**src/sv/bcs_pkg.sv**
```systemverilog
package bcs_pkg;

    // width of the returned coefficients
    localparam int COEF_WIDTH = 64;

    // division steps allowed before giving up
    localparam int MAX_STEPS  = 64;
    localparam int STEP_WIDTH = $clog2(MAX_STEPS + 1);

    typedef logic [2:0] t_state;

    localparam t_state S_IDLE  = 3'd0;
    localparam t_state S_CHECK = 3'd1;
    localparam t_state S_DIV   = 3'd2;
    localparam t_state S_UPD   = 3'd3;
    localparam t_state S_MUL   = 3'd4;
    localparam t_state S_DONE  = 3'd5;

endpackage

```
**src/sv/bezout_coefficient_solver.sv**
```systemverilog
// bezout coefficient solver: extended euclidean algorithm on one shared datapath
// input channel (i_in_valid / o_in_ready) carries first operand, second operand
// and target; output channel (o_out_valid / i_out_ready) carries signed 64-bit
// coefficients p and q with p * first + q * second == target, plus a
// no-solution flag that is set (with zero coefficients) when the operands
// are not coprime
// one transaction is worked on at a time: o_in_ready is high only while the
// sequencer is idle, so the next transaction is taken only after the previous
// result has been posted; each euclid division step is one restoring-division
// pass through the shared subtractor plus an update and a check state, and the
// number of steps is at most about 45 for 31-bit operands and capped at
// MAX_STEPS; the final scaling by the target is a bit-serial multiply; a
// failing pair ends at the first zero remainder or at the step cap
// the result sits in an output register; if the receiver stalls, the next
// result waits in the sequencer until the register is free
// synchronous active-low reset returns the sequencer to idle and drops
// o_out_valid; no result is lost or repeated across a stall
module bezout_coefficient_solver
    import bcs_pkg::*;
#(
    parameter int OPERAND_WIDTH = 31
) (
    input  logic                         i_clk,
    input  logic                         i_rst_n,
    // input channel
    input  logic                         i_in_valid,
    output logic                         o_in_ready,
    input  logic [OPERAND_WIDTH-1:0]     i_first_operand,
    input  logic [OPERAND_WIDTH-1:0]     i_second_operand,
    input  logic [OPERAND_WIDTH-1:0]     i_target,
    // output channel
    output logic                         o_out_valid,
    input  logic                         i_out_ready,
    output logic signed [COEF_WIDTH-1:0] o_coef_first,
    output logic signed [COEF_WIDTH-1:0] o_coef_second,
    output logic                         o_no_solution
);

    // coefficient magnitudes stay at or below the larger operand, so two
    // extra bits (carry and sign) cover every intermediate value
    localparam int CW = OPERAND_WIDTH + 2;
    localparam int BW = (OPERAND_WIDTH > 1) ? $clog2(OPERAND_WIDTH) : 1;

    localparam logic [BW-1:0]         CNT_TOP = BW'(OPERAND_WIDTH - 1);
    localparam logic [OPERAND_WIDTH-1:0] ONE_OP = OPERAND_WIDTH'(1);
    localparam logic [STEP_WIDTH-1:0] STEP_MAX = STEP_WIDTH'(MAX_STEPS);

    t_state                    r_state;
    logic                      r_out_valid;

    // euclid pair, larger value first
    logic [OPERAND_WIDTH-1:0]  r_a;
    logic [OPERAND_WIDTH-1:0]  r_b;
    logic                      r_swap;
    logic                      r_fail;
    logic [STEP_WIDTH-1:0]     r_steps;
    logic [BW-1:0]             r_cnt;

    // divider state
    logic [OPERAND_WIDTH-1:0]  r_dvd;
    logic [OPERAND_WIDTH-1:0]  r_rem;

    // running coefficients: r_a = x0*A + y0*B, r_b = x1*A + y1*B
    logic signed [CW-1:0]      r_x0;
    logic signed [CW-1:0]      r_x1;
    logic signed [CW-1:0]      r_y0;
    logic signed [CW-1:0]      r_y1;
    // quotient times x1 and y1, built msb first alongside the division
    logic signed [CW-1:0]      r_ax;
    logic signed [CW-1:0]      r_ay;

    // final scaling by the target
    logic [OPERAND_WIDTH-1:0]  r_k;
    logic signed [COEF_WIDTH-1:0] r_px;
    logic signed [COEF_WIDTH-1:0] r_py;

    logic [COEF_WIDTH-1:0]     r_coef_first;
    logic [COEF_WIDTH-1:0]     r_coef_second;
    logic                      r_no_solution;

    // shared restoring-division step
    logic [OPERAND_WIDTH:0]    n_trial;
    logic                      n_qbit;
    logic [OPERAND_WIDTH:0]    n_diff;
    logic [OPERAND_WIDTH-1:0]  n_rem;
    logic signed [CW-1:0]      n_ax;
    logic signed [CW-1:0]      n_ay;

    // shared shift-add step of the target multiply
    logic signed [COEF_WIDTH-1:0] n_px;
    logic signed [COEF_WIDTH-1:0] n_py;
    logic signed [COEF_WIDTH-1:0] w_x0_ext;
    logic signed [COEF_WIDTH-1:0] w_y0_ext;

    logic                      w_out_free;

    assign n_trial = {r_rem, r_dvd[OPERAND_WIDTH-1]};
    assign n_qbit  = (n_trial >= {1'b0, r_b});
    assign n_diff  = n_qbit ? (n_trial - {1'b0, r_b}) : n_trial;
    // the remainder is below the divisor, so it fits the operand width
    assign n_rem   = n_diff[OPERAND_WIDTH-1:0];
    assign n_ax    = {r_ax[CW-2:0], 1'b0} + (n_qbit ? r_x1 : CW'(0));
    assign n_ay    = {r_ay[CW-2:0], 1'b0} + (n_qbit ? r_y1 : CW'(0));

    assign w_x0_ext = {{(COEF_WIDTH-CW){r_x0[CW-1]}}, r_x0};
    assign w_y0_ext = {{(COEF_WIDTH-CW){r_y0[CW-1]}}, r_y0};
    assign n_px = {r_px[COEF_WIDTH-2:0], 1'b0}
                + (r_k[OPERAND_WIDTH-1] ? w_x0_ext : COEF_WIDTH'(0));
    assign n_py = {r_py[COEF_WIDTH-2:0], 1'b0}
                + (r_k[OPERAND_WIDTH-1] ? w_y0_ext : COEF_WIDTH'(0));

    assign w_out_free = !r_out_valid || i_out_ready;

    // sequencer and control state
    always_ff @(posedge i_clk) begin
        if (!i_rst_n) begin
            r_state     <= S_IDLE;
            r_out_valid <= 1'b0;
        end else begin
            // a new result is posted as the old one leaves, so valid stays up
            if (r_state == S_DONE && w_out_free) begin
                r_out_valid <= 1'b1;
            end else if (r_out_valid && i_out_ready) begin
                r_out_valid <= 1'b0;
            end
            unique case (r_state)
                S_IDLE: begin
                    if (i_in_valid) begin
                        r_state <= S_CHECK;
                    end
                end
                S_CHECK: begin
                    if (r_a == ONE_OP) begin
                        r_state <= S_MUL;
                    end else if (r_b == '0 || r_steps == STEP_MAX) begin
                        r_state <= S_DONE;
                    end else begin
                        r_state <= S_DIV;
                    end
                end
                S_DIV: begin
                    if (r_cnt == '0) begin
                        r_state <= S_UPD;
                    end
                end
                S_UPD: begin
                    r_state <= S_CHECK;
                end
                S_MUL: begin
                    if (r_cnt == '0) begin
                        r_state <= S_DONE;
                    end
                end
                S_DONE: begin
                    if (w_out_free) begin
                        r_state <= S_IDLE;
                    end
                end
                default: begin
                    r_state <= S_IDLE;
                end
            endcase
        end
    end

    // datapath registers
    always_ff @(posedge i_clk) begin
        unique case (r_state)
            S_IDLE: begin
                // order the pair so the larger value leads
                if (i_first_operand < i_second_operand) begin
                    r_a    <= i_second_operand;
                    r_b    <= i_first_operand;
                    r_swap <= 1'b1;
                end else begin
                    r_a    <= i_first_operand;
                    r_b    <= i_second_operand;
                    r_swap <= 1'b0;
                end
                r_k     <= i_target;
                r_x0    <= CW'(1);
                r_x1    <= '0;
                r_y0    <= '0;
                r_y1    <= CW'(1);
                r_steps <= '0;
                r_fail  <= 1'b0;
            end
            S_CHECK: begin
                r_cnt <= CNT_TOP;
                r_rem <= '0;
                r_dvd <= r_a;
                r_ax  <= '0;
                r_ay  <= '0;
                r_px  <= '0;
                r_py  <= '0;
                if (r_a != ONE_OP && (r_b == '0 || r_steps == STEP_MAX)) begin
                    r_fail <= 1'b1;
                end
            end
            S_DIV: begin
                r_rem <= n_rem;
                r_dvd <= {r_dvd[OPERAND_WIDTH-2:0], 1'b0};
                r_ax  <= n_ax;
                r_ay  <= n_ay;
                r_cnt <= r_cnt - BW'(1);
            end
            S_UPD: begin
                r_a     <= r_b;
                r_b     <= r_rem;
                r_x0    <= r_x1;
                r_x1    <= r_x0 - r_ax;
                r_y0    <= r_y1;
                r_y1    <= r_y0 - r_ay;
                r_steps <= r_steps + STEP_WIDTH'(1);
            end
            S_MUL: begin
                r_px  <= n_px;
                r_py  <= n_py;
                r_k   <= {r_k[OPERAND_WIDTH-2:0], 1'b0};
                r_cnt <= r_cnt - BW'(1);
            end
            S_DONE: begin
                if (w_out_free) begin
                    if (r_fail) begin
                        r_coef_first  <= '0;
                        r_coef_second <= '0;
                        r_no_solution <= 1'b1;
                    end else if (r_swap) begin
                        r_coef_first  <= r_py;
                        r_coef_second <= r_px;
                        r_no_solution <= 1'b0;
                    end else begin
                        r_coef_first  <= r_px;
                        r_coef_second <= r_py;
                        r_no_solution <= 1'b0;
                    end
                end
            end
            default: begin
                r_cnt <= r_cnt;
            end
        endcase
    end

    assign o_in_ready    = (r_state == S_IDLE);
    assign o_out_valid   = r_out_valid;
    assign o_coef_first  = r_coef_first;
    assign o_coef_second = r_coef_second;
    assign o_no_solution = r_no_solution;

endmodule
```
**config.mk**
```make
export PLATFORM = sky130hd
export DESIGN_NAME = bezout_coefficient_solver
export DESIGN_NICKNAME = d
export VERILOG_FILES = /design/src/sv/bcs_pkg.sv /design/src/sv/bezout_coefficient_solver.sv
export SDC_FILE = /design/constraint.sdc
export NUM_CORES = 2
export LEC_CHECK = 0
export ABC_AREA = 1
export CAP_MARGIN = 20
export CELL_PAD_IN_SITES_DETAIL_PLACEMENT = 1
export CELL_PAD_IN_SITES_GLOBAL_PLACEMENT = 1
export CORE_MARGIN = 2
export CORE_UTILIZATION = 30
export CTS_CLUSTER_DIAMETER = 200
export DETAILED_ROUTE_END_ITERATION = 8
export DONT_BUFFER_PORTS = 1
export PLACE_DENSITY_LB_ADDON = 0.12
export SETUP_SLACK_MARGIN = 0.2
export SLEW_MARGIN = 20
export SYNTH_ARGS = -nofsm -noshare
export SYNTH_HDL_FRONTEND = slang
export SYNTH_SLANG_ARGS = --single-unit
```
**constraint.sdc**
```tcl
create_clock -name i_clk -period 14.8 [get_ports i_clk]
set_clock_uncertainty 0.2 [all_clocks]
set_input_delay 0.74 -clock i_clk [delete_from_list [all_inputs] [get_ports i_clk]]
set_output_delay 0.74 -clock i_clk [all_outputs]
set_load 0.01 [all_outputs]
```
==> flow_metrics.env <==
export IMPL_pwr_share_comb=0.520
export IMPL_holdBufCountCts=29
export IMPL_critPathKind="flip-flop to flip-flop"
export IMPL_netlist_area_um2=45430
export IMPL_synthCells=6176
export IMPL_drive_above_1_share=0.02946
export IMPL_numCtsBuffers=83
export IMPL_fp_dieW_um=393.2
export IMPL_synth_warnings=0
export IMPL_post_cts_buffers=0
export IMPL_sw_frac_of_total=0.4957
export IMPL_synth_area_per_cell_um2=7.356
export IMPL_internal_power_mw=5.679
export IMPL_antenna_cells=0
export IMPL_hp_start="i_target[29]"
export IMPL_status="complete, no violations"
export IMPL_yosysSeqAreaShare=0.4142
export IMPL_r2r_end="r_ax[31]"
export IMPL_cp_end_kind="flip-flop"
export IMPL_row_count=142
export IMPL_worstPathArrival_ns=5.13
export IMPL_ys_ff_latch=628
export IMPL_layout_common_cells="nand2_1, nor2_1, inv_1"
export IMPL_cts_tree="done"
export IMPL_die_area_um2=154600
export IMPL_syn_to_final_growth_pct=11.50
export IMPL_vias=41139
export IMPL_grt_first_pass_wirelength_mm=262.1
export IMPL_place_inst=8079
export IMPL_p_sw_mw=5.581
export IMPL_nFillCells=18359
export IMPL_final_cells=8262
export IMPL_start_util=0.3026
export IMPL_place_hpwl_mm=140.2
export IMPL_hold_path_depth=2
export IMPL_setup_ws_ns=9.907
export IMPL_crit_required_ns=15.03
export IMPL_worstHoldEndpoint="r_k[29]"
export IMPL_wl_mm=174.9
export IMPL_grt_usage=0.2236
export IMPL_nNetsFinal=6595
export IMPL_port_buffers=0
export IMPL_ant_nets=0
export IMPL_setup_viol=0
export IMPL_pre_cts_slack_ns=9.895
export IMPL_p_clk_frac=0.186
export IMPL_fin_crit_ns=4.893
export IMPL_grt_max_degree=93
export IMPL_antenna_found_initial=2
export IMPL_coreArea_um2=150100
export IMPL_drt_iter0_drc=2150
export IMPL_power_total_mw=11.26
export IMPL_avgRoutedWirePerCell_um=21.17
export IMPL_seqPwrFrac=0.294
export IMPL_rr_startpoint="r_b[0]"
export IMPL_die_y_um=393.2
export IMPL_worst_pin_slew_ns=1.085
export IMPL_slew_headroom=0.2766
export IMPL_io_pins=228
export IMPL_finalMaxSlewViolations=0
export IMPL_clockRootBuffer="clkbuf_16"
export IMPL_dpl_instance_area_um2=47620
export IMPL_fmax_mhz=204.4
export IMPL_crit_path_max_incr_delay_ns=0.63
export IMPL_top_layer="met4"
export IMPL_hold_path_class="primary input to flip-flop"
export IMPL_grt_remaining_overflow=0
export IMPL_rsz0062_at_grt="false"
export IMPL_design_area_um2=50660
export IMPL_fin_crit_sh=0.3306
export IMPL_multiInputGateArea_um2=22890
export IMPL_crit_path_top_delay_cell="buf_4"
export IMPL_synth_cell_types=45
export IMPL_cts_num_sinks=628
export IMPL_synth_nets=6594
export IMPL_critPathMaxFanout=66
export IMPL_place_gp_congestion=0.8842
export IMPL_reg2regPathDepth=28
export IMPL_crit_top_cell="nand2_1"
export IMPL_clk_pin_slew_ns=0.06
export IMPL_cap_viol_max_count=0
export IMPL_vdd_ir_drop_max_v=0.0001207
export IMPL_fin_tns_setup_ns=0
export IMPL_clk_path_buf_depth=3
export IMPL_via_per_inst=4.979
export IMPL_r2r_slack_ns=9.91
export IMPL_cp_start_kind="flip-flop"
export IMPL_remaining_drc_errors=0
export IMPL_grt_pass1_vias=42293
export IMPL_power_per_cell_area_nw_per_um2=222.3
export IMPL_mostFrequentLayoutCell="nand2_1"
export IMPL_met2_length_mm=82.62
export IMPL_dr_pass1_iters=5
export IMPL_cts_resized=0
export IMPL_regArea_um2=18820
export IMPL_m1WireLength_mm=80.13
export IMPL_leakage_nw=21.86
export IMPL_h_tree_depth=3
export IMPL_hold_viol=0
export IMPL_clock_latency_ns=0.70
export IMPL_dr_wl_met3_mm=7.027
==> power by group through the flow <==
| stage | registers (mW) | logic [mW] | clock network (mW) |
|---|---|---|---|
| floorplan | 3.18 | 4.05 | 0 |
| global placement | 3.33 | 5.80 | 0 |
| detailed placement | 3.36 | 5.85 | 0 |
| CTS | 3.32 | 5.89 | 2.15 |
| global route | 3.37 | 6.62 | 2.21 |
| finish | 3.31 | 5.85 | 2.10 |
==> flip-flops by register name, indices dropped and copies added (netlist names), 33 cells and up <==
register       flops
o_coef_second     64
r_px              64
r_y1              33
r_y0              33
r_x1              33
o_coef_first      64
r_ay              33
r_x0              33
r_ax              33
r_py              64
==> through the flow <==
| stage | hold WS (ns) | util |
|---|---|---|
| after CTS | 0.002099 | 0.3374 |
| after detailed placement | 0.3034 | 0.3172 |
| after global placement | 0.2931 | 0.3172 |
| final | 0.06448 | 0.3374 |
| after floorplan | 0.2459 | - |
| after global routing | 0.01143 | 0.3374 |
==> how the worst max path moves through the flow <==
stage                           start  slack [ns]         endpoint
final                          r_b[0]        9.91         r_ax[31]
after CTS                      r_b[0]        9.84         r_ax[31]
after detailed placement       r_b[0]        9.90         r_ay[27]
after floorplan           i_out_ready        0.75  o_coef_first[0]
after global placement      r_dvd[30]        9.96         r_ay[27]
after global routing           r_b[0]        9.49         r_ax[31]
==> critical path: cells and delay by family (launching register included) <==
| kind | cells | cell delay [ns] |
|---|---|---|
| AOI/OAI and AO/OA | 2 | 0.36 |
| DFF | 1 | 0.41 |
| buffers and inverters | 3 | 0.73 |
| and+or+nand+nor | 19 | 1.74 |
| adders and majority gates | 4 | 1.11 |
==> cell usage after synthesis (all sizes together) <==
cell    number  area, um2
a221oi       1      8.760
nand4       32      200.2
nor4        25      156.4
and2         5      31.28
nor3        66      335.3
o21bai      33      247.7
edfxtp     624      18740
a31oi        8      50.05
ha         314       3929
a21oi      731       3662
xnor2       17      148.9
buf         55      310.3
nor2b        1      6.260
and3         1      6.260
a21boi       7      52.55
nor3b        5      37.54
or2          4      25.03
nand3      264       1321
nand2b       1      6.260
o31ai        1      7.510
dfxtp        4      80.08
xor2        12      105.1
nand3b       5      37.54
a21o        29      217.7
a211oi       8      60.06
fa           7      140.1
o21ai      484       2449
nand2     1602       6016
nor2       856       3213
clkbuf      88      330.3
or4          1      7.510
o21a        35      262.8
o211ai      11      82.58
inv        839       3149
==> logic make-up (layout without fill, tap and decap cells) <==
| family | after synthesis | after routing | share of synthesized area |
|---|---|---|---|
| and+or+nand+nor | 2868 | 2868 | 0.2509 |
| AOI/OAI and AO/OA | 1348 | 1348 | 0.1563 |
| buffers and inverters | 982 | 1052 | 0.08342 |
| DFF | 628 | 628 | 0.4142 |
| adders and majority gates | 321 | 321 | 0.08956 |
| xor gates and xnor gates | 29 | 29 | 0.005591 |
==> final cells by class <==
type,count,share of cell area
well taps,2016,0.04979
inverters,839,0.06237
multi-input cells,4566,0.4519
clock inverters,58,0.01104
clock buffers,96,0.04322
flip-flops and latches,628,0.3715
repair buffers,59,0.01018
==> layer usage <==
layer  vias to the layer above  global-route usage
met5                         -                   0
met4                         0             0.06395
met3                       192             0.03687
met2                       595              0.3816
met1                     19788              0.2895
li1                      20564                   -
Power figures use the tool's default switching activity.
